$ cat src/rtl/core/assert_macros.svh
// Assertion macros used by the core RTL.
// The checks compile only in simulation; synthesis sees empty bodies.
`ifndef ASSERT_MACROS_SVH
`define ASSERT_MACROS_SVH

`ifndef SYNTHESIS
// Clocked check that is switched off while reset is asserted.
`define ASSERT_RST(lbl, clk, rst_n, prop, msg) \
  lbl: assert property (@(posedge clk) disable iff (!rst_n) prop) else $error(msg);
// Clocked check that also holds during reset.
`define ASSERT_CLK(lbl, clk, prop, msg) \
  lbl: assert property (@(posedge clk) prop) else $error(msg);
`else
`define ASSERT_RST(lbl, clk, rst_n, prop, msg)
`define ASSERT_CLK(lbl, clk, prop, msg)
`endif

`endif

$ cat src/rtl/core/s2g_pkg.sv
package s2g_pkg;

  localparam logic [11:0] SH_YEAR_MIN = 12'd979;
  localparam logic [11:0] SH_YEAR_MAX = 12'd2999;
  localparam logic [3:0]  SH_MONTH_MAX = 4'd12;
  localparam logic [11:0] GREG_YEAR_BASE = 12'd1600;
  localparam logic [19:0] DAYS_400Y = 20'd146097;
  localparam logic [19:0] DAYS_100Y = 20'd36524;
  localparam logic [19:0] DAYS_100Y_FIRST = 20'd36525;
  localparam logic [19:0] DAYS_4Y = 20'd1461;
  localparam logic [19:0] DAYS_1Y = 20'd365;
  localparam logic [19:0] DAYS_LEAP_1Y = 20'd366;

  // Datapath operations, one per controller step.
  typedef enum logic [4:0] {
    OP_NONE,
    OP_LOAD,
    OP_Q33,
    OP_DAYS,
    OP_Q400,
    OP_R400,
    OP_C100,
    OP_Q100,
    OP_R100,
    OP_A100,
    OP_Q4,
    OP_R4,
    OP_C1,
    OP_Q1,
    OP_R1,
    OP_MONTH,
    OP_ZQ,
    OP_ZR,
    OP_ZS,
    OP_Z7Q,
    OP_Z7R
  } dp_op_t;

  typedef enum logic [4:0] {
    ST_IDLE,
    ST_Q33,
    ST_DAYS,
    ST_Q400,
    ST_R400,
    ST_C100,
    ST_Q100,
    ST_R100,
    ST_A100,
    ST_Q4,
    ST_R4,
    ST_C1,
    ST_Q1,
    ST_R1,
    ST_MONTH,
    ST_ZQ,
    ST_ZR,
    ST_ZS,
    ST_Z7Q,
    ST_Z7R,
    ST_OUT
  } ctl_state_t;

  // Days before the first of a Shamsi month; month zero counts as month one.
  function automatic logic [8:0] shamsi_prefix(input logic [3:0] m);
    logic [8:0] v;
    case (m) inside
      4'd0, 4'd1: v = 9'd0;
      4'd2:       v = 9'd31;
      4'd3:       v = 9'd62;
      4'd4:       v = 9'd93;
      4'd5:       v = 9'd124;
      4'd6:       v = 9'd155;
      4'd7:       v = 9'd186;
      4'd8:       v = 9'd216;
      4'd9:       v = 9'd246;
      4'd10:      v = 9'd276;
      4'd11:      v = 9'd306;
      default:    v = 9'd336;
    endcase
    return v;
  endfunction

  // Day of year on which Gregorian month idx+1 starts.
  function automatic logic [8:0] month_start(input logic [3:0] idx, input logic leap);
    logic [8:0] v;
    case (idx)
      4'd0:    v = 9'd0;
      4'd1:    v = 9'd31;
      4'd2:    v = 9'd59;
      4'd3:    v = 9'd90;
      4'd4:    v = 9'd120;
      4'd5:    v = 9'd151;
      4'd6:    v = 9'd181;
      4'd7:    v = 9'd212;
      4'd8:    v = 9'd243;
      4'd9:    v = 9'd273;
      4'd10:   v = 9'd304;
      4'd11:   v = 9'd334;
      default: v = 9'd0;
    endcase
    if (leap && (idx >= 4'd2)) begin
      v = v + 9'd1;
    end
    return v;
  endfunction

  // Month term of Zeller's congruence, with January and February
  // counted as months 13 and 14 of the previous year.
  function automatic logic [5:0] zeller_term(input logic [3:0] gm);
    logic [5:0] v;
    case (gm)
      4'd1:    v = 6'd36;
      4'd2:    v = 6'd39;
      4'd3:    v = 6'd10;
      4'd4:    v = 6'd13;
      4'd5:    v = 6'd15;
      4'd6:    v = 6'd18;
      4'd7:    v = 6'd20;
      4'd8:    v = 6'd23;
      4'd9:    v = 6'd26;
      4'd10:   v = 6'd28;
      4'd11:   v = 6'd31;
      4'd12:   v = 6'd33;
      default: v = 6'd0;
    endcase
    return v;
  endfunction

endpackage

$ cat src/rtl/core/shamsi_to_gregorian_weekday_core.sv
// A date transferred at one clock edge is worked through states Q33 to Z7R; its result strobe is in ST_OUT.
// A new date is taken only when the controller is idle; it walks a fixed 19-step sequence.
// Most steps use one multiply by a constant reciprocal or one compare-and-subtract.
// Reset (rst_n low, synchronous) returns the controller to idle; no result is pending.
// The receiver cannot stall: out_valid stands for exactly one cycle per result.
module shamsi_to_gregorian_weekday_core import s2g_pkg::*; (
  input  logic        clk,
  input  logic        rst_n,
  input  logic        start,
  output logic        busy,
  input  logic [11:0] in_shamsi_year,
  input  logic [3:0]  in_shamsi_month,
  input  logic [4:0]  in_shamsi_day,
  output logic        out_valid,
  output logic [11:0] out_greg_year,
  output logic [3:0]  out_greg_month,
  output logic [4:0]  out_greg_day,
  output logic [2:0]  out_week_day
);

  // The controller issues one datapath operation per cycle. A transfer on
  // the input side happens when start is high while busy is low; in that
  // cycle the datapath captures the date, with year and month clamped.
  dp_op_t op;

  s2g_ctrl u_ctrl (
    .clk       (clk),
    .rst_n     (rst_n),
    .start     (start),
    .busy      (busy),
    .out_valid (out_valid),
    .op        (op)
  );

  // The datapath forms a day count from the 33-year cycle, splits it over
  // the Gregorian 400, 100, 4 and 1 year cycles, finds the month, and then
  // evaluates Zeller's congruence for the weekday. The result registers hold
  // their values until the next date overwrites them, so the outputs are
  // stable in the strobe cycle.
  s2g_dpath u_dpath (
    .clk             (clk),
    .op              (op),
    .in_shamsi_year  (in_shamsi_year),
    .in_shamsi_month (in_shamsi_month),
    .in_shamsi_day   (in_shamsi_day),
    .out_greg_year   (out_greg_year),
    .out_greg_month  (out_greg_month),
    .out_greg_day    (out_greg_day),
    .out_week_day    (out_week_day)
  );

endmodule

$ cat src/rtl/core/s2g_ctrl.sv
`include "assert_macros.svh"

module s2g_ctrl import s2g_pkg::*; (
  input  logic   clk,
  input  logic   rst_n,
  input  logic   start,
  output logic   busy,
  output logic   out_valid,
  output dp_op_t op
);

  ctl_state_t state_r;
  ctl_state_t state_nxt;

  always_ff @(posedge clk) begin
    if (!rst_n) begin
      state_r <= ST_IDLE;
    end else begin
      state_r <= state_nxt;
    end
  end

  always_comb begin
    unique case (state_r)
      ST_IDLE:  state_nxt = start ? ST_Q33 : ST_IDLE;
      ST_Q33:   state_nxt = ST_DAYS;
      ST_DAYS:  state_nxt = ST_Q400;
      ST_Q400:  state_nxt = ST_R400;
      ST_R400:  state_nxt = ST_C100;
      ST_C100:  state_nxt = ST_Q100;
      ST_Q100:  state_nxt = ST_R100;
      ST_R100:  state_nxt = ST_A100;
      ST_A100:  state_nxt = ST_Q4;
      ST_Q4:    state_nxt = ST_R4;
      ST_R4:    state_nxt = ST_C1;
      ST_C1:    state_nxt = ST_Q1;
      ST_Q1:    state_nxt = ST_R1;
      ST_R1:    state_nxt = ST_MONTH;
      ST_MONTH: state_nxt = ST_ZQ;
      ST_ZQ:    state_nxt = ST_ZR;
      ST_ZR:    state_nxt = ST_ZS;
      ST_ZS:    state_nxt = ST_Z7Q;
      ST_Z7Q:   state_nxt = ST_Z7R;
      ST_Z7R:   state_nxt = ST_OUT;
      ST_OUT:   state_nxt = ST_IDLE;
      default:  state_nxt = ST_IDLE;
    endcase
  end

  always_comb begin
    busy      = (state_r != ST_IDLE);
    out_valid = (state_r == ST_OUT);
    unique case (state_r)
      ST_IDLE:  op = start ? OP_LOAD : OP_NONE;
      ST_Q33:   op = OP_Q33;
      ST_DAYS:  op = OP_DAYS;
      ST_Q400:  op = OP_Q400;
      ST_R400:  op = OP_R400;
      ST_C100:  op = OP_C100;
      ST_Q100:  op = OP_Q100;
      ST_R100:  op = OP_R100;
      ST_A100:  op = OP_A100;
      ST_Q4:    op = OP_Q4;
      ST_R4:    op = OP_R4;
      ST_C1:    op = OP_C1;
      ST_Q1:    op = OP_Q1;
      ST_R1:    op = OP_R1;
      ST_MONTH: op = OP_MONTH;
      ST_ZQ:    op = OP_ZQ;
      ST_ZR:    op = OP_ZR;
      ST_ZS:    op = OP_ZS;
      ST_Z7Q:   op = OP_Z7Q;
      ST_Z7R:   op = OP_Z7R;
      default:  op = OP_NONE;
    endcase
  end

  `ASSERT_RST(a_strobe_single, clk, rst_n, out_valid |=> !out_valid, "result strobe held")
  `ASSERT_RST(a_start_busy, clk, rst_n, (start && !busy) |=> (busy && !out_valid), "no busy")
  `ASSERT_RST(a_done_idle, clk, rst_n, out_valid |=> !busy, "not idle after result")
  `ASSERT_RST(a_load_accept, clk, rst_n, (op == OP_LOAD) |-> (start && !busy), "bad load")

endmodule

$ cat src/rtl/core/s2g_dpath.sv
module s2g_dpath import s2g_pkg::*; (
  input  logic        clk,
  input  dp_op_t      op,
  input  logic [11:0] in_shamsi_year,
  input  logic [3:0]  in_shamsi_month,
  input  logic [4:0]  in_shamsi_day,
  output logic [11:0] out_greg_year,
  output logic [3:0]  out_greg_month,
  output logic [4:0]  out_greg_day,
  output logic [2:0]  out_week_day
);

  logic [10:0] yo_r, yo_nxt;
  logic [3:0]  sm_r, sm_nxt;
  logic [4:0]  sd_r, sd_nxt;
  logic [5:0]  q_r, q_nxt;
  logic [19:0] n_r, n_nxt;
  logic [11:0] gy_r, gy_nxt;
  logic        leap_r, leap_nxt;
  logic        flag_r, flag_nxt;
  logic [3:0]  gm_r, gm_nxt;
  logic [4:0]  gd_r, gd_nxt;
  logic [6:0]  zk_r, zk_nxt;
  logic [5:0]  zc_r, zc_nxt;
  logic [8:0]  zs_r, zs_nxt;
  logic [2:0]  wd_r, wd_nxt;

  logic [11:0] sy_clamp;
  logic [21:0] prod33;
  logic [10:0] q33_x33;
  logic [5:0]  r33;
  logic [22:0] prod400;
  logic [19:0] prod100;
  logic [20:0] prod4;
  logic [12:0] prod1;
  logic [19:0] sub_big;
  logic [19:0] rem_big;
  logic        fix_big;
  logic [11:0] zy;
  logic [17:0] prodz;
  logic [11:0] zrem;
  logic [14:0] prod7;
  logic [8:0]  rem7;
  logic [8:0]  nm;
  logic [3:0]  mcnt;

  always_ff @(posedge clk) begin
    yo_r   <= yo_nxt;
    sm_r   <= sm_nxt;
    sd_r   <= sd_nxt;
    q_r    <= q_nxt;
    n_r    <= n_nxt;
    gy_r   <= gy_nxt;
    leap_r <= leap_nxt;
    flag_r <= flag_nxt;
    gm_r   <= gm_nxt;
    gd_r   <= gd_nxt;
    zk_r   <= zk_nxt;
    zc_r   <= zc_nxt;
    zs_r   <= zs_nxt;
    wd_r   <= wd_nxt;
  end

  // Shared helpers; each is only meaningful in the step that uses it.
  always_comb begin
    if (in_shamsi_year < SH_YEAR_MIN) begin
      sy_clamp = SH_YEAR_MIN;
    end else if (in_shamsi_year > SH_YEAR_MAX) begin
      sy_clamp = SH_YEAR_MAX;
    end else begin
      sy_clamp = in_shamsi_year;
    end
    prod33  = 22'(yo_r) * 22'd1986;
    q33_x33 = 11'(q_r) * 11'd33;
    r33     = 6'(yo_r - q33_x33);
    prod400 = 23'(n_r) * 23'd7;
    prod100 = n_r * 20'd7;
    prod4   = 21'(n_r) * 21'd44;
    prod1   = 13'(n_r) * 13'd5;
    zy      = (gm_r < 4'd3) ? (gy_r - 12'd1) : gy_r;
    prodz   = 18'(zy) * 18'd40;
    zrem    = zy - (12'(q_r) * 12'd100);
    prod7   = 15'(zs_r) * 15'd73;
    rem7    = zs_r - (9'(q_r) * 9'd7);
    nm      = n_r[8:0];
  end

  // Remainder against the divisor of the current step.
  always_comb begin
    case (op)
      OP_R400: sub_big = 20'(q_r[2:0]) * DAYS_400Y;
      OP_R100: sub_big = 20'(q_r[1:0]) * DAYS_100Y;
      OP_R4:   sub_big = 20'(q_r[4:0]) * DAYS_4Y;
      default: sub_big = 20'(q_r[1:0]) * DAYS_1Y;
    endcase
    rem_big = n_r - sub_big;
    case (op)
      OP_R400: fix_big = (rem_big >= DAYS_400Y);
      OP_R100: fix_big = (rem_big >= DAYS_100Y);
      OP_R4:   fix_big = (rem_big >= DAYS_4Y);
      default: fix_big = (rem_big >= DAYS_1Y);
    endcase
  end

  // Month search: the count of month starts at or below the day of year.
  always_comb begin
    mcnt = 4'd0;
    for (int k = 1; k < 12; k++) begin
      if (nm >= month_start(4'(k), leap_r)) begin
        mcnt = mcnt + 4'd1;
      end
    end
  end

  always_comb begin
    yo_nxt   = yo_r;
    sm_nxt   = sm_r;
    sd_nxt   = sd_r;
    q_nxt    = q_r;
    n_nxt    = n_r;
    gy_nxt   = gy_r;
    leap_nxt = leap_r;
    flag_nxt = flag_r;
    gm_nxt   = gm_r;
    gd_nxt   = gd_r;
    zk_nxt   = zk_r;
    zc_nxt   = zc_r;
    zs_nxt   = zs_r;
    wd_nxt   = wd_r;
    unique case (op)
      OP_NONE: begin
      end
      OP_LOAD: begin
        yo_nxt = 11'(sy_clamp - SH_YEAR_MIN);
        sm_nxt = (in_shamsi_month > SH_MONTH_MAX) ? SH_MONTH_MAX : in_shamsi_month;
        sd_nxt = in_shamsi_day;
      end
      OP_Q33: begin
        q_nxt = prod33[21:16];
      end
      OP_DAYS: begin
        n_nxt = 20'(yo_r) * DAYS_1Y + 20'({q_r, 3'b000})
              + 20'((7'(r33) + 7'd3) >> 2) + 20'(shamsi_prefix(sm_r))
              + 20'(sd_r) + 20'd78;
        gy_nxt   = GREG_YEAR_BASE;
        leap_nxt = 1'b1;
      end
      OP_Q400: begin
        q_nxt = 6'(prod400[22:20]);
      end
      OP_R400: begin
        n_nxt  = fix_big ? (rem_big - DAYS_400Y) : rem_big;
        gy_nxt = gy_r + 12'(3'(q_r[2:0]) + 3'(fix_big)) * 12'd400;
      end
      OP_C100: begin
        flag_nxt = (n_r >= DAYS_100Y_FIRST);
        if (n_r >= DAYS_100Y_FIRST) begin
          n_nxt = n_r - 20'd1;
        end
      end
      OP_Q100: begin
        q_nxt = flag_r ? 6'(prod100[19:18]) : 6'd0;
      end
      OP_R100: begin
        if (flag_r) begin
          n_nxt  = fix_big ? (rem_big - DAYS_100Y) : rem_big;
          gy_nxt = gy_r + 12'(3'(q_r[1:0]) + 3'(fix_big)) * 12'd100;
        end
      end
      OP_A100: begin
        if (flag_r) begin
          if (n_r >= DAYS_1Y) begin
            n_nxt = n_r + 20'd1;
          end else begin
            leap_nxt = 1'b0;
          end
        end
      end
      OP_Q4: begin
        q_nxt = 6'(prod4[20:16]);
      end
      OP_R4: begin
        n_nxt  = fix_big ? (rem_big - DAYS_4Y) : rem_big;
        gy_nxt = gy_r + (12'(5'(q_r[4:0]) + 5'(fix_big)) << 2);
      end
      OP_C1: begin
        flag_nxt = (n_r >= DAYS_LEAP_1Y);
        if (n_r >= DAYS_LEAP_1Y) begin
          leap_nxt = 1'b0;
          n_nxt    = n_r - 20'd1;
        end
      end
      OP_Q1: begin
        q_nxt = flag_r ? 6'(prod1[12:11]) : 6'd0;
      end
      OP_R1: begin
        if (flag_r) begin
          n_nxt  = fix_big ? (rem_big - DAYS_1Y) : rem_big;
          gy_nxt = gy_r + 12'(3'(q_r[1:0]) + 3'(fix_big));
        end
      end
      OP_MONTH: begin
        gm_nxt = mcnt + 4'd1;
        gd_nxt = 5'(nm - month_start(mcnt, leap_r) + 9'd1);
      end
      OP_ZQ: begin
        q_nxt = prodz[17:12];
      end
      OP_ZR: begin
        zk_nxt = (zrem >= 12'd100) ? 7'(zrem - 12'd100) : 7'(zrem);
        zc_nxt = q_r + 6'(zrem >= 12'd100);
      end
      OP_ZS: begin
        // Adding 77 keeps the sum positive without changing it modulo 7.
        zs_nxt = 9'(gd_r) + 9'(zeller_term(gm_r)) + 9'(zk_r) + 9'(zk_r >> 2)
               + 9'(zc_r >> 2) + 9'd77 - 9'({zc_r, 1'b0});
      end
      OP_Z7Q: begin
        q_nxt = prod7[14:9];
      end
      OP_Z7R: begin
        wd_nxt = (rem7 >= 9'd7) ? 3'(rem7 - 9'd7) : 3'(rem7);
      end
      default: begin
      end
    endcase
  end

  assign out_greg_year  = gy_r;
  assign out_greg_month = gm_r;
  assign out_greg_day   = gd_r;
  assign out_week_day   = wd_r;

endmodule

$ cat config.mk
export PLATFORM = sky130hd
export DESIGN_NAME = shamsi_to_gregorian_weekday_core
export DESIGN_NICKNAME = d
export VERILOG_FILES = /design/src/rtl/core/s2g_pkg.sv /design/src/rtl/core/shamsi_to_gregorian_weekday_core.sv /design/src/rtl/core/s2g_ctrl.sv /design/src/rtl/core/s2g_dpath.sv
export VERILOG_INCLUDE_DIRS = /design/src /design/src/rtl/core
export SDC_FILE = /design/constraint.sdc
export NUM_CORES = 1
export LEC_CHECK = 0
export BUFFER_PORTS_ARGS = -buffer_cell sky130_fd_sc_hd__buf_2
export CELL_PAD_IN_SITES_DETAIL_PLACEMENT = 1
export CELL_PAD_IN_SITES_GLOBAL_PLACEMENT = 1
export CORE_ASPECT_RATIO = 0.9
export CORE_MARGIN = 3
export CORE_UTILIZATION = 55
export CTS_BUF_LIST = sky130_fd_sc_hd__clkbuf_4 sky130_fd_sc_hd__clkbuf_8 sky130_fd_sc_hd__clkbuf_16
export DETAILED_ROUTE_END_ITERATION = 10
export HOLD_SLACK_MARGIN = 0.06
export PLACE_DENSITY_LB_ADDON = 0.1
export SLEW_MARGIN = 15
export SYNTH_ARGS = -nofsm -noshare
export SYNTH_HDL_FRONTEND = slang
export SYNTH_SLANG_ARGS = --single-unit
$ cat constraint.sdc
create_clock -name clk -period 15.5 [get_ports clk]
set_clock_uncertainty 0.15 [all_clocks]
set_input_delay 3.875 -clock clk [delete_from_list [all_inputs] [get_ports clk]]
set_output_delay 3.875 -clock clk [all_outputs]
set_load 0.02 [all_outputs]
# --- After elaboration in Yosys (flattened, before gate mapping) ---
# Memory sizes are Yosys's and may differ from the RTL's. A register that Yosys moved wholly into a read port is not among the register bits.
# Cells that the tools add are included.
word_totals:
  register_bits: 99
  mem_bits_ro: 240
  inputBits: 24
  output_inout_bits: 26
  word_cells: 247
  mem_count: 2
op_classes:
  add_sub_neg: 48
  mul: 17
  n_lt_le_gt_ge: 25
  eq_ne: 58
  n_mux: 69
  n_reduce_logical: 13
mem_list:
  columns: ["name", "depth", "word_bits", "rd", "rd_ports_with_merged_regs", "wr", "line_no", "rtl"]
  rows:
  - ["(name not given)", 16, 9, 1, 0, 0, "s2g_pkg.sv:86", "case (idx)"]
  - ["(name not given)", 16, 6, 1, 1, 0, "s2g_pkg.sv:111", "case (gm)"]
op_table:
  columns: ["op", "count"]
  rows:
  - ["20-bit 2-to-1 mux", 10]
  - ["20-bit case mux with 8 select lines", 1]
  - ["5-bit case mux with 20 select lines", 1]
  - ["9-bit 2-to-1 mux", 11]
  - ["5-bit by 4-bit equality test with 1-bit output, second input constant", 16]
  - ["20-bit by 9-bit greater-or-equal comparator with 1-bit output, second input constant", 3]
  - ["12-bit case mux with 5 select lines", 1]
  - ["20-bit case mux with 3 select lines", 1]
  - ["5-bit equality test, second input constant", 10]
  - ["12-bit adder", 4]
  - ["4-bit 2-to-1 mux", 12]
  - ["6-bit case mux with 7 select lines", 1]
  - ["20-bit by 9-bit adder with 20-bit output", 2]
  - ["4-bit by 1-bit adder with 4-bit output, second input constant", 10]
  - ["5-bit by 3-bit equality test with 1-bit output, second input constant", 8]
  - ["20-bit by 16-bit greater-or-equal comparator with 1-bit output, second input constant", 2]
  - ["9-bit by 8-bit greater-or-equal comparator with 1-bit output", 4]
  - ["12-bit 2-to-1 mux", 3]
  - ["9-bit greater-or-equal comparator", 3]
  - ["20-bit by 3-bit multiplier with 23-bit output, second input constant", 1]
  - ["11-bit 2-to-1 mux", 2]
  - ["11-bit by 10-bit multiplier with 21-bit output, second input constant", 1]
  - ["20-bit by 1-bit adder with 20-bit output, second input constant", 1]
  - ["20-bit by 18-bit adder with 20-bit output", 1]
  - ["84 further kinds", 121]

# --- Logic depth before layout (Yosys ltp) ---
# Gate-level depths: netlist of run 1.
# An unclocked memory read counts as a cell.
depth:
  word_depth: 29
  ltp_mapped: 49

# --- Cells and area by module ---
# Synthesis of run 1 repeated with hierarchy kept, for this count alone.
unflattened:
  hier_cells: 2866
  area_unflattened_um2: 24872.6
by_module_without_submodules:
  columns: ["mod", "instances", "cells_per_inst", "area_each_um2"]
  rows:
  - ["s2g_dpath", 1, 2831, 24579.8]
  - ["s2g_ctrl", 1, 35, 292.8]

# --- Worst setup path after synthesis of run 1 ---
# No wires, ideal clock.
synth_timing:
  path_type: "register -> register"
  startpoint: "register u_dpath.n_r[1]"
  endpoint: "register u_dpath.gd_r[4] (netlist: u_dpath.out_greg_day[4]) (data pin)"
  setup_time_ps: 260
  t_arrival_ps: 9545
  path_slack_ps: 5545
  stages_incl_launch_ff: 48
  period_less_slack_ps: 9955
  path_cell_list: "edfxtp_1 > ha_1 > o21bai_1 > a21oi_1 > o21ai_0 > nand2_1 > o211ai_1 > ha_1 > nor3_1 > nor2_1 > ha_1 > o21ai_0 > o31ai_2 > ha_1 > mux2i_1 > inv_1 > ha_1 > nand2_1 > [... 12 more ...] > ha_1 > mux2i_1 > inv_1 > ha_1 > mux2i_1 > a22o_1 > ha_1 > nand2_1 > nor2_1 > xnor2_1 > mux2i_1 > ha_1 > ha_1 > a21o_1 > a21oi_1 > xnor2_1 > xnor2_1 > xnor2_1"
synth_via:
  elab_chain_len: 29
  word_cells_on_any_way: 41
  cone_classes: "13 x add/sub; 12 x order compare; 14 x mux; 1 x reduce/logical; 1 x memory"
synth_lines:
  columns: ["element", "line_no", "rtl"]
  rows:
  - ["start: declaration", "s2g_dpath.sv:17", "logic [19:0] n_r, n_nxt;"]
  - ["start signal: assignment", "s2g_dpath.sv:52", "n_r <= n_nxt;"]
  - ["9-bit by 5-bit greater-or-equal comparator with 1-bit output", "s2g_dpath.sv:109", "if (nm >= month_start(4'(k), leap_r)) begin"]
  - ["1-bit 2-to-1 mux", "s2g_dpath.sv:109", null]
  - ["1-bit by 1-bit adder with 2-bit output", "s2g_dpath.sv:110", "mcnt = mcnt + 4'd1;"]
  - ["4-bit 2-to-1 mux", "s2g_dpath.sv:109", null]
  - ["4-bit by 1-bit adder with 4-bit output", "s2g_dpath.sv:110", null]
  - ["4-bit 2-to-1 mux", "s2g_dpath.sv:109", null]
  - ["4-bit by 1-bit adder with 4-bit output", "s2g_dpath.sv:110", null]
  - ["4-bit 2-to-1 mux", "s2g_dpath.sv:109", null]
  - ["[... 13 more ...]", null, null]
  - ["4-bit 2-to-1 mux", "s2g_dpath.sv:109", null]
  - ["memory 16 x 9 bit", null, null]
  - ["5-bit 2-to-1 mux", "s2g_dpath.sv:130", "unique case (op)"]
  - ["5-bit by 1-bit adder with 5-bit output", "s2g_pkg.sv:102", "v = v + 9'd1;"]
  - ["5-bit 2-to-1 mux", "s2g_pkg.sv:101", "if (leap && (idx >= 4'd2)) begin"]
  - ["5-bit 2-to-1 mux", "s2g_dpath.sv:130", null]
  - ["5-bit subtractor (*)", "s2g_dpath.sv:204", "gd_nxt = 5'(nm - month_start(mcnt, leap_r) + 9'd1);"]
  - ["5-bit by 1-bit adder with 5-bit output (*)", "s2g_dpath.sv:204", null]
  - ["end signal: assignment", "s2g_dpath.sv:57", "gd_r <= gd_nxt;"]
  - ["end: declaration", "s2g_dpath.sv:22", "logic [4:0] gd_r, gd_nxt;"]
# Mark *: on every way between the ends. The rest lies on a longest branch, timed or not. The select of a mux whose other input is x is not followed.
# A chain may end at the register's enable or synchronous reset.

# --- Worst setup path in the final report of run 1 ---
layout_timing:
  startpoint: "register u_dpath.n_r[0]"
  endpoint: "register u_dpath.gd_r[4] (netlist: u_dpath.out_greg_day[4]) (data pin)"
# The elaborated chain is that of the path after synthesis.

==> summary.md, run 1 <==
| Metric | Value |
|---|---|
| Post-Syn Instances | 2840 |
| Layout cells sized above 1 | 0.0568 |
| # port buffers | 49 |
| Hold path depth | 1 |
| Antenna violations before repair | 1 |
| CTS tree | yes |
| HP Class | flop to flop |
| Mapped Area | 24800 um^2 |
| Netlist cell types | 97 |
| Final nets | 3562 |
| Cts-stage hold buffer count | 0 |
| Crit path kind | flop to flop |
| Reg2reg path depth | 48 |
| Starting Density | 0.560 |
| Num Clock Sinks | 105 |
| Net count after synthesis | 3536 |
| Die ar. | 47700 um^2 |
| Commonest register cell after synthesis | edfxtp_1 |
| Multi-input combinational cell area | 20100 um^2 |
| Postcts setup bufs | 0 |
| Mux share of post-synthesis cell area | 0.0120 |
| CTS-repair resized insts | 0 |
| CP max stage delay | 0.64 ns |
| Worst-margin pin slew | 1.12 ns |
| Root buffer cell | clkbuf_16 |
| Final WL | 82300 um |
| Initial DRC Count | 1361 |
| Post-synthesis sequential area ratio | 0.123 |
| Hold_sp | u_ctrl.state_r[0]$_SDFF_PN0_ |
| Max-capacitance violation count | 0 |
| Ys Warns | 0 |
| Slew Viols, Final | 0 |
| DRC viols | 0 |
| Drt first pass iters | 5 |
| Setup-failing EPs final | 0 |
| Post-synth EDFFs | 94 |
| Synthesized flop and latch total | 105 |
| Number of top-level pins | 50 |
| Unrepaired setup endpoints after global routing | false |
| FF-to-FF setup slack | 3.93 ns |
| Syn-to-layout area delta | 5.26% |
| Skew-Pair Late Insertion Delay | 0.42 ns |
| # rows | 73 |
| Worst setup path start | u_dpath.n_r[0]$_DFFE_PP_ |
| Commonest non-fill, non-tap cell in the layout | ha_1 |
| Core box area | 44300 um^2 |
| H-tree levels | 3 |
| Dpl hpwl | 66800 um |
| Commonest cells after routing, fill and taps aside | ha_1 (504), inv_1 (381), a21oi_1 (189), xnor2_1 (169), fa_1 (168) |
| RePlAce Congestion | 0.931 |
| Sum of negative setup slack | 0 ns |
| Placed cell count | 3455 |
| Antenna cells | 0 |
| First-pass GRT wire length | 131000 um |
| CP Capture Type | flop |
| Largest family of logic cells by synthesized area | adder cells |
| Critical R2R Launch | u_dpath.n_r[0]$_DFFE_PP_ |
| Fillcell total | 5265 |
| Final Non-Filler Cells | 3471 |
| CP max stage cell | edfxtp_1 |
| FF+latch area | 3040 um^2 |
| Vias in the first global route | 23726 |
| Rel. slew slack | 0.235 |
| Max Root-Sink Buffers | 2 |
| Final worst path period need | 11.57 ns |
| Die width | 230 um |
| Final core area utilization | 0.589 |
| Post-synthesis xor/xnor area fraction | 0.0916 |
| Startpoint types | flop |
| TritonCTS buffer count | 9 |
| Area share of fa/ha/maj cells after synthesis | 0.390 |
| Drt wl/cell | 23.7 um |
| Run status | complete, no violations |
| Worst r2r dst | u_dpath.out_greg_day[4]$_DFFE_PN_ |
| Final period util | 0.746 |
| Fmax | 0.0864 GHz |
| Die H | 207 um |
| Clock transition at path regs | 0.10 ns |
| End point of the critical path | u_dpath.out_greg_day[4]$_DFFE_PN_ |
| Average cell area after synthesis | 8.73 um^2 |
| Total track usage | 0.345 |
| Largest net degree at the start of global routing | 36 |
| Fraction of registers with async set/reset | 0 |
| Detail Route Antenna Nets | 0 |
| Total grt overflow | 0 |
| Worst EP required | 15.51 ns |
| CP dominant cell by count | ha_1 |
| Final Hold Violating Endpoints | 0 |
| Post-synthesis compound-gate area fraction | 0.195 |
| CP Max Fanout | 8 |
| Post-synthesis simple-gate area fraction | 0.120 |
| Via density per instance | 6.25 |
| Via count | 21699 |
| Arrival time worst endpoint | 11.58 ns |
## cell usage after synthesis (all sizes together) (8+ instances only)
cell type,number,share of area
o211ai,15,0.0047
fa,168,0.14
nand2b,32,0.0081
mux2,10,0.0047
a22oi,14,0.0042
o21a,30,0.0094
o21bai,35,0.011
a211oi,19,0.0058
nand3b,9,0.0032
a2111oi,11,0.0044
inv,382,0.058
dfxtp,11,0.0089
nor3,55,0.011
nor2,155,0.024
nand3,36,0.0075
a221oi,16,0.0059
a31o,8,0.0028
xor2,71,0.027
a21oi,191,0.039
nor2b,31,0.0078
and2,19,0.0048
mux2i,18,0.0073
nand2,161,0.024
and3,24,0.0061
a31oi,26,0.0066
a21boi,19,0.0058
nand4,15,0.0038
a222oi,8,0.0032
xnor2,171,0.061
ha,504,0.25
clkbuf,53,0.0080
nor4,8,0.0020
edfxtp,94,0.11
o21ai,161,0.033
o22ai,26,0.0066
or3,20,0.0050
and4,10,0.0035
o221ai,12,0.0042
or2,18,0.0045
o31ai,12,0.0038
a21o,73,0.022
buf,12,0.0029
## stage by stage
step	setup WS [ns]	hold WS [ns]	cell area (um^2)
6_report	3.93	0.643	26100
5_1_grt	3.21	0.677	26100
4_1_cts	3.99	0.605	26100
3_5_place_dp	4.03	0.585	25800
3_3_place_gp	4.73	0.553	25800
2_1_floorplan	5.54	0.463	24800
## how the worst min path moves through the flow
stage	endpoint	slack (ns)
floorplan	u_ctrl.state_r[1]$_SDFF_PN0_	0.46
global placement	u_ctrl.state_r[0]$_SDFF_PN0_	0.55
detailed placement	u_ctrl.state_r[0]$_SDFF_PN0_	0.58
CTS	u_ctrl.state_r[0]$_SDFF_PN0_	0.61
global route	u_ctrl.state_r[0]$_SDFF_PN0_	0.68
finish	u_ctrl.state_r[0]$_SDFF_PN0_	0.64
## worst max-delay path, delay by kind of cell (launching register included)
kind | cells | cell delay (ns)
buffers and inverters | 3 | 0.56
AND/OR/NAND/NOR | 7 | 1.05
flip-flops | 1 | 0.64
AO/OA/AOI/OAI | 14 | 2.56
XOR/XNOR | 4 | 0.60
multiplexers | 6 | 1.46
adder cells (fa/ha/maj) | 14 | 4.30
## per-layer routing
metal | wire length [um] | track usage
met3 | 4360 | 0.0483
met4 | 2740 | 0.115
met2 | 39900 | 0.593
met1 | 35300 | 0.449
met5 | 0 | 0
## registers in the layout (all words and copies together) (netlist names), named ones only
register and cells:
u_dpath.out_greg_year 12, u_dpath.out_week_day 3, u_dpath.yo_r 11, u_dpath.flag_r 1
u_dpath.zc_r 6, u_dpath.zk_r 7, u_dpath.sd_r 5, u_dpath.n_r 20
u_dpath.sm_r 4, u_dpath.leap_r 1, u_dpath.zs_r 9, u_dpath.q_r 6
u_dpath.out_greg_day 5, u_dpath.out_greg_month 4, u_ctrl.state_r 5
## final cells by class
| class | instances | area share |
|---|---|---|
| tap | 600 | 0.0288 |
| clock buffer | 9 | 0.00863 |
| clock inverter | 7 | 0.00350 |
| timing repair buffer | 80 | 0.0183 |
| inverter | 382 | 0.0550 |
| sequential | 105 | 0.117 |
| multi-input combinational | 2288 | 0.769 |
## cell families (layout without fill, tap and decap cells)
| logic type | Yosys count | count (layout) |
|---|---|---|
| buf+inv | 447 | 478 |
| mux | 28 | 28 |
| compound gates | 736 | 736 |
| xor+xnor | 246 | 246 |
| flops | 105 | 105 |
| simple gates | 606 | 606 |
| fa+ha+maj | 672 | 672 |
Power of run 1 is not shown: default switching activity piles up to over one toggle a cycle in this logic, so the estimate is an artifact.
==> run 2: changes to the inputs <==
ABC_AREA = 1   (was default)
CORE_UTILIZATION = 49   (was 55)
clock period = 11.8 ns   (was 15.5 ns; I/O delays follow)
==> summary.md, run 2 <==
| Metric | Value |
|---|---|
| Commonest cells after routing, fill and taps aside | inv_1 (641), nand2_1 (625), ha_1 (504), nor2_1 (294), nand3_1 (241) |
| Startpoint types | flop |
| Multi-input combinational cell area | 20000 um^2 (-0.42%) |
| Largest net degree at the start of global routing | 35 (-2.8%) |
| HP Class | flop to flop |
| Commonest register cell after synthesis | edfxtp_1 |
| RePlAce Congestion | 1.02 (+10%) |
| FF+latch area | 3040 um^2 (unchanged) |
| Sum of negative setup slack | 0 ns (unchanged) |
| Fmax | 0.0929 GHz (+7.5%) |
| CTS tree | yes |
| Top delay family on crit path | adder cells |
| Die width | 247 um (+7.6%) |
| Core box area | 51100 um^2 (+15%) |
| Netlist cell types | 72 (-26%) |
| # port buffers | 49 (unchanged) |
| Die H | 223 um (+7.6%) |
| H-tree levels | 3 (unchanged) |
| Rel. slew slack | 0.317 (+0.0823) |
| Skew-Pair Late Insertion Delay | 0.42 ns (about the same) |
| Syn-to-layout area delta | 6.11% |
| First-pass GRT wire length | 145000 um (+11%) |
| Number of top-level pins | 50 (unchanged) |
| Clock transition at path regs | 0.10 ns (about the same) |
| Max reg flops | 20 (unchanged) |
| Most common cell in the netlist | inv_1 |
| Layout cells sized above 1 | 0.0550 (-0.00180) |
| CTS-repair resized insts | 0 (unchanged) |
| Starting Density | 0.502 (-0.0575) |
| Worst path bufs/invs | 11 (+8) |
| CP Capture Type | flop |
| Total track usage | 0.338 (-0.00678) |
| Die ar. | 55200 um^2 (+16%) |
| Via count | 24708 (+14%) |
| Fillcell total | 6590 (+25%) |
| Setup-failing EPs final | 0 (unchanged) |
| Root buffer cell | clkbuf_16 |
| Post-synth top area share | 0.246 (-0.00879) |
| CP dominant cell by count | nor2_1 |
| Crit path kind | flop to flop |
| Run status | complete, no violations |
| Post-Syn Instances | 3502 (+23%) |
| Worst EP required | 11.75 ns (-3.76 ns) |
| Final WL | 93100 um (+13%) |
| Drt wl/cell | 21.9 um (-7.5%) |
| Arrival time worst endpoint | 10.72 ns (-0.86 ns) |
| Final worst path period need | 10.76 ns (-0.805 ns) |
| TritonCTS buffer count | 9 (unchanged) |
| Detail Route Antenna Nets | 0 (unchanged) |
| DRC viols | 0 (unchanged) |
| Worst-margin pin slew | 1.01 ns (-0.105 ns) |
| Leading area contributor after synthesis | ha_1 |
| Num Clock Sinks | 105 (unchanged) |
| Vias in the first global route | 26556 (+12%) |
| Post-synth top cells | inv_1 (641), nand2_1 (625), ha_1 (504) |
| Max-capacitance violation count | 0 (unchanged) |
| Max Root-Sink Buffers | 2 (unchanged) |
| Post-synthesis sequential area ratio | 0.119 (-0.00424) |
| Final period util | 0.912 (+0.166) |
| # rows | 78 (+6.8%) |
| Fraction of registers with async set/reset | 0 (unchanged) |
| Post-synth EDFFs | 94 (unchanged) |
| CP Max Fanout | 31 (+23) |
| Ys Warns | 0 (unchanged) |
| Net count after synthesis | 4198 (+19%) |
| Antenna violations before repair | 2 (+1) |
| Drt first pass iters | 5 (unchanged) |
| Unrepaired setup endpoints after global routing | false |
| Antenna cells | 0 (unchanged) |
| Via density per instance | 5.82 (-6.9%) |
| Final nets | 4256 (+19%) |
| Commonest non-fill, non-tap cell in the layout | inv_1 |
| Final Hold Violating Endpoints | 0 (unchanged) |
| Synthesized flop and latch total | 105 (unchanged) |
| Mapped Area | 25700 um^2 (+3.6%) |
| Total grt overflow | 0 (unchanged) |
| Initial DRC Count | 1508 (+11%) |
| Slew Viols, Final | 0 (unchanged) |
| Average cell area after synthesis | 7.33 um^2 (-16%) |
| CP max stage cell | fa_1 |
| CP max stage delay | 0.51 ns (-0.13 ns) |
| Biggest register | u_dpath.n_r |
| Area contributors post-synth | ha_1 (25%), fa_1 (13%), edfxtp_1 (11%) |
| Dpl hpwl | 78700 um (+18%) |
-- run 2: cell types whose count changed after synthesis, moves of 29 or more --
cell      before  now
a21o_1        73   13
nand2b_1      32    0
xnor2_1      169   46
nand2_1      161  625
nand4_1       15   48
inv_1        381  641
nor2_1       153  295
nand3_1       35  241
clkbuf_1      53   24
nor2b_1       31    0
-- run 2: logic make-up after synthesis --
| kind of cell | after synthesis | synth area share |
|---|---|---|
| simple gates | 1340 | 0.226 |
| buf+inv | 707 | 0.105 |
| fa+ha+maj | 672 | 0.377 |
| compound gates | 529 | 0.121 |
| xor+xnor | 147 | 0.0528 |
| flops | 105 | 0.119 |
| mux | 2 | 0.000828 |
-- run 2: worst min-delay path: stages (launching register included) --
cell	delay (ns)
dfxtp_1	0.34
inv_1	0.08
a211oi_1	0.07
-- run 2: what timing repair did --
item | in CTS | in global routing
buffers inserted | 0 | 4
hold buffers | 0 | 0
hold endpoints to repair | 0 | 0
setup endpoints to repair | 0 | 1
-- run 2: stage by stage --
stage | hold WS, ns | instances | worst slack (ns) | utilization | instance area [um^2]
after detailed placement | 0.363 | 4225 | 0.996 | 0.526 | 26900
after global placement | 0.367 | 4225 | 1.44 | 0.526 | 26900
after CTS | 0.382 | 4241 | 0.907 | 0.532 | 27200
after global routing | 0.420 | 4245 | 0.0617 | 0.533 | 27200
final | 0.384 | 4245 | 1.04 | 0.533 | 27200
after floorplan | 0.335 | 3502 | 2.75 | - | 25700
-- run 2: path summary, 6_finish.rpt --
path | from | end | slack, ns | cells after the start
min | u_ctrl.state_r[3]$_SDFF_PN0_ | u_ctrl.state_r[3]$_SDFF_PN0_ | 0.38 | 2
max | u_dpath.q_r[3]$_DFFE_PP_ | u_dpath.out_greg_year[11]$_DFFE_PP_ | 1.04 | 57
min reg2reg | u_ctrl.state_r[3]$_SDFF_PN0_ | u_ctrl.state_r[3]$_SDFF_PN0_ | 0.38 | 2
max reg2reg | u_dpath.q_r[3]$_DFFE_PP_ | u_dpath.out_greg_year[11]$_DFFE_PP_ | 1.04 | 57
-- run 2: layer usage --
metal	vias to the layer above	GRT usage	part of all wire
met5	-	0	0.00025
met4	4	0.112	0.033
met3	191	0.0701	0.068
met2	746	0.579	0.48
met1	12167	0.425	0.42
li1	11600	-	-
-- run 2: final cells by class --
| cell class | instances | area share |
|---|---|---|
| multi-input cells | 2690 | 0.734 |
| clock inverters | 7 | 0.00317 |
| inverters | 662 | 0.0912 |
| repair buffers | 92 | 0.0209 |
| well taps | 680 | 0.0312 |
| clock buffers | 9 | 0.00827 |
| flip-flops and latches | 105 | 0.112 |
Power of run 2 is left out for the same reason.
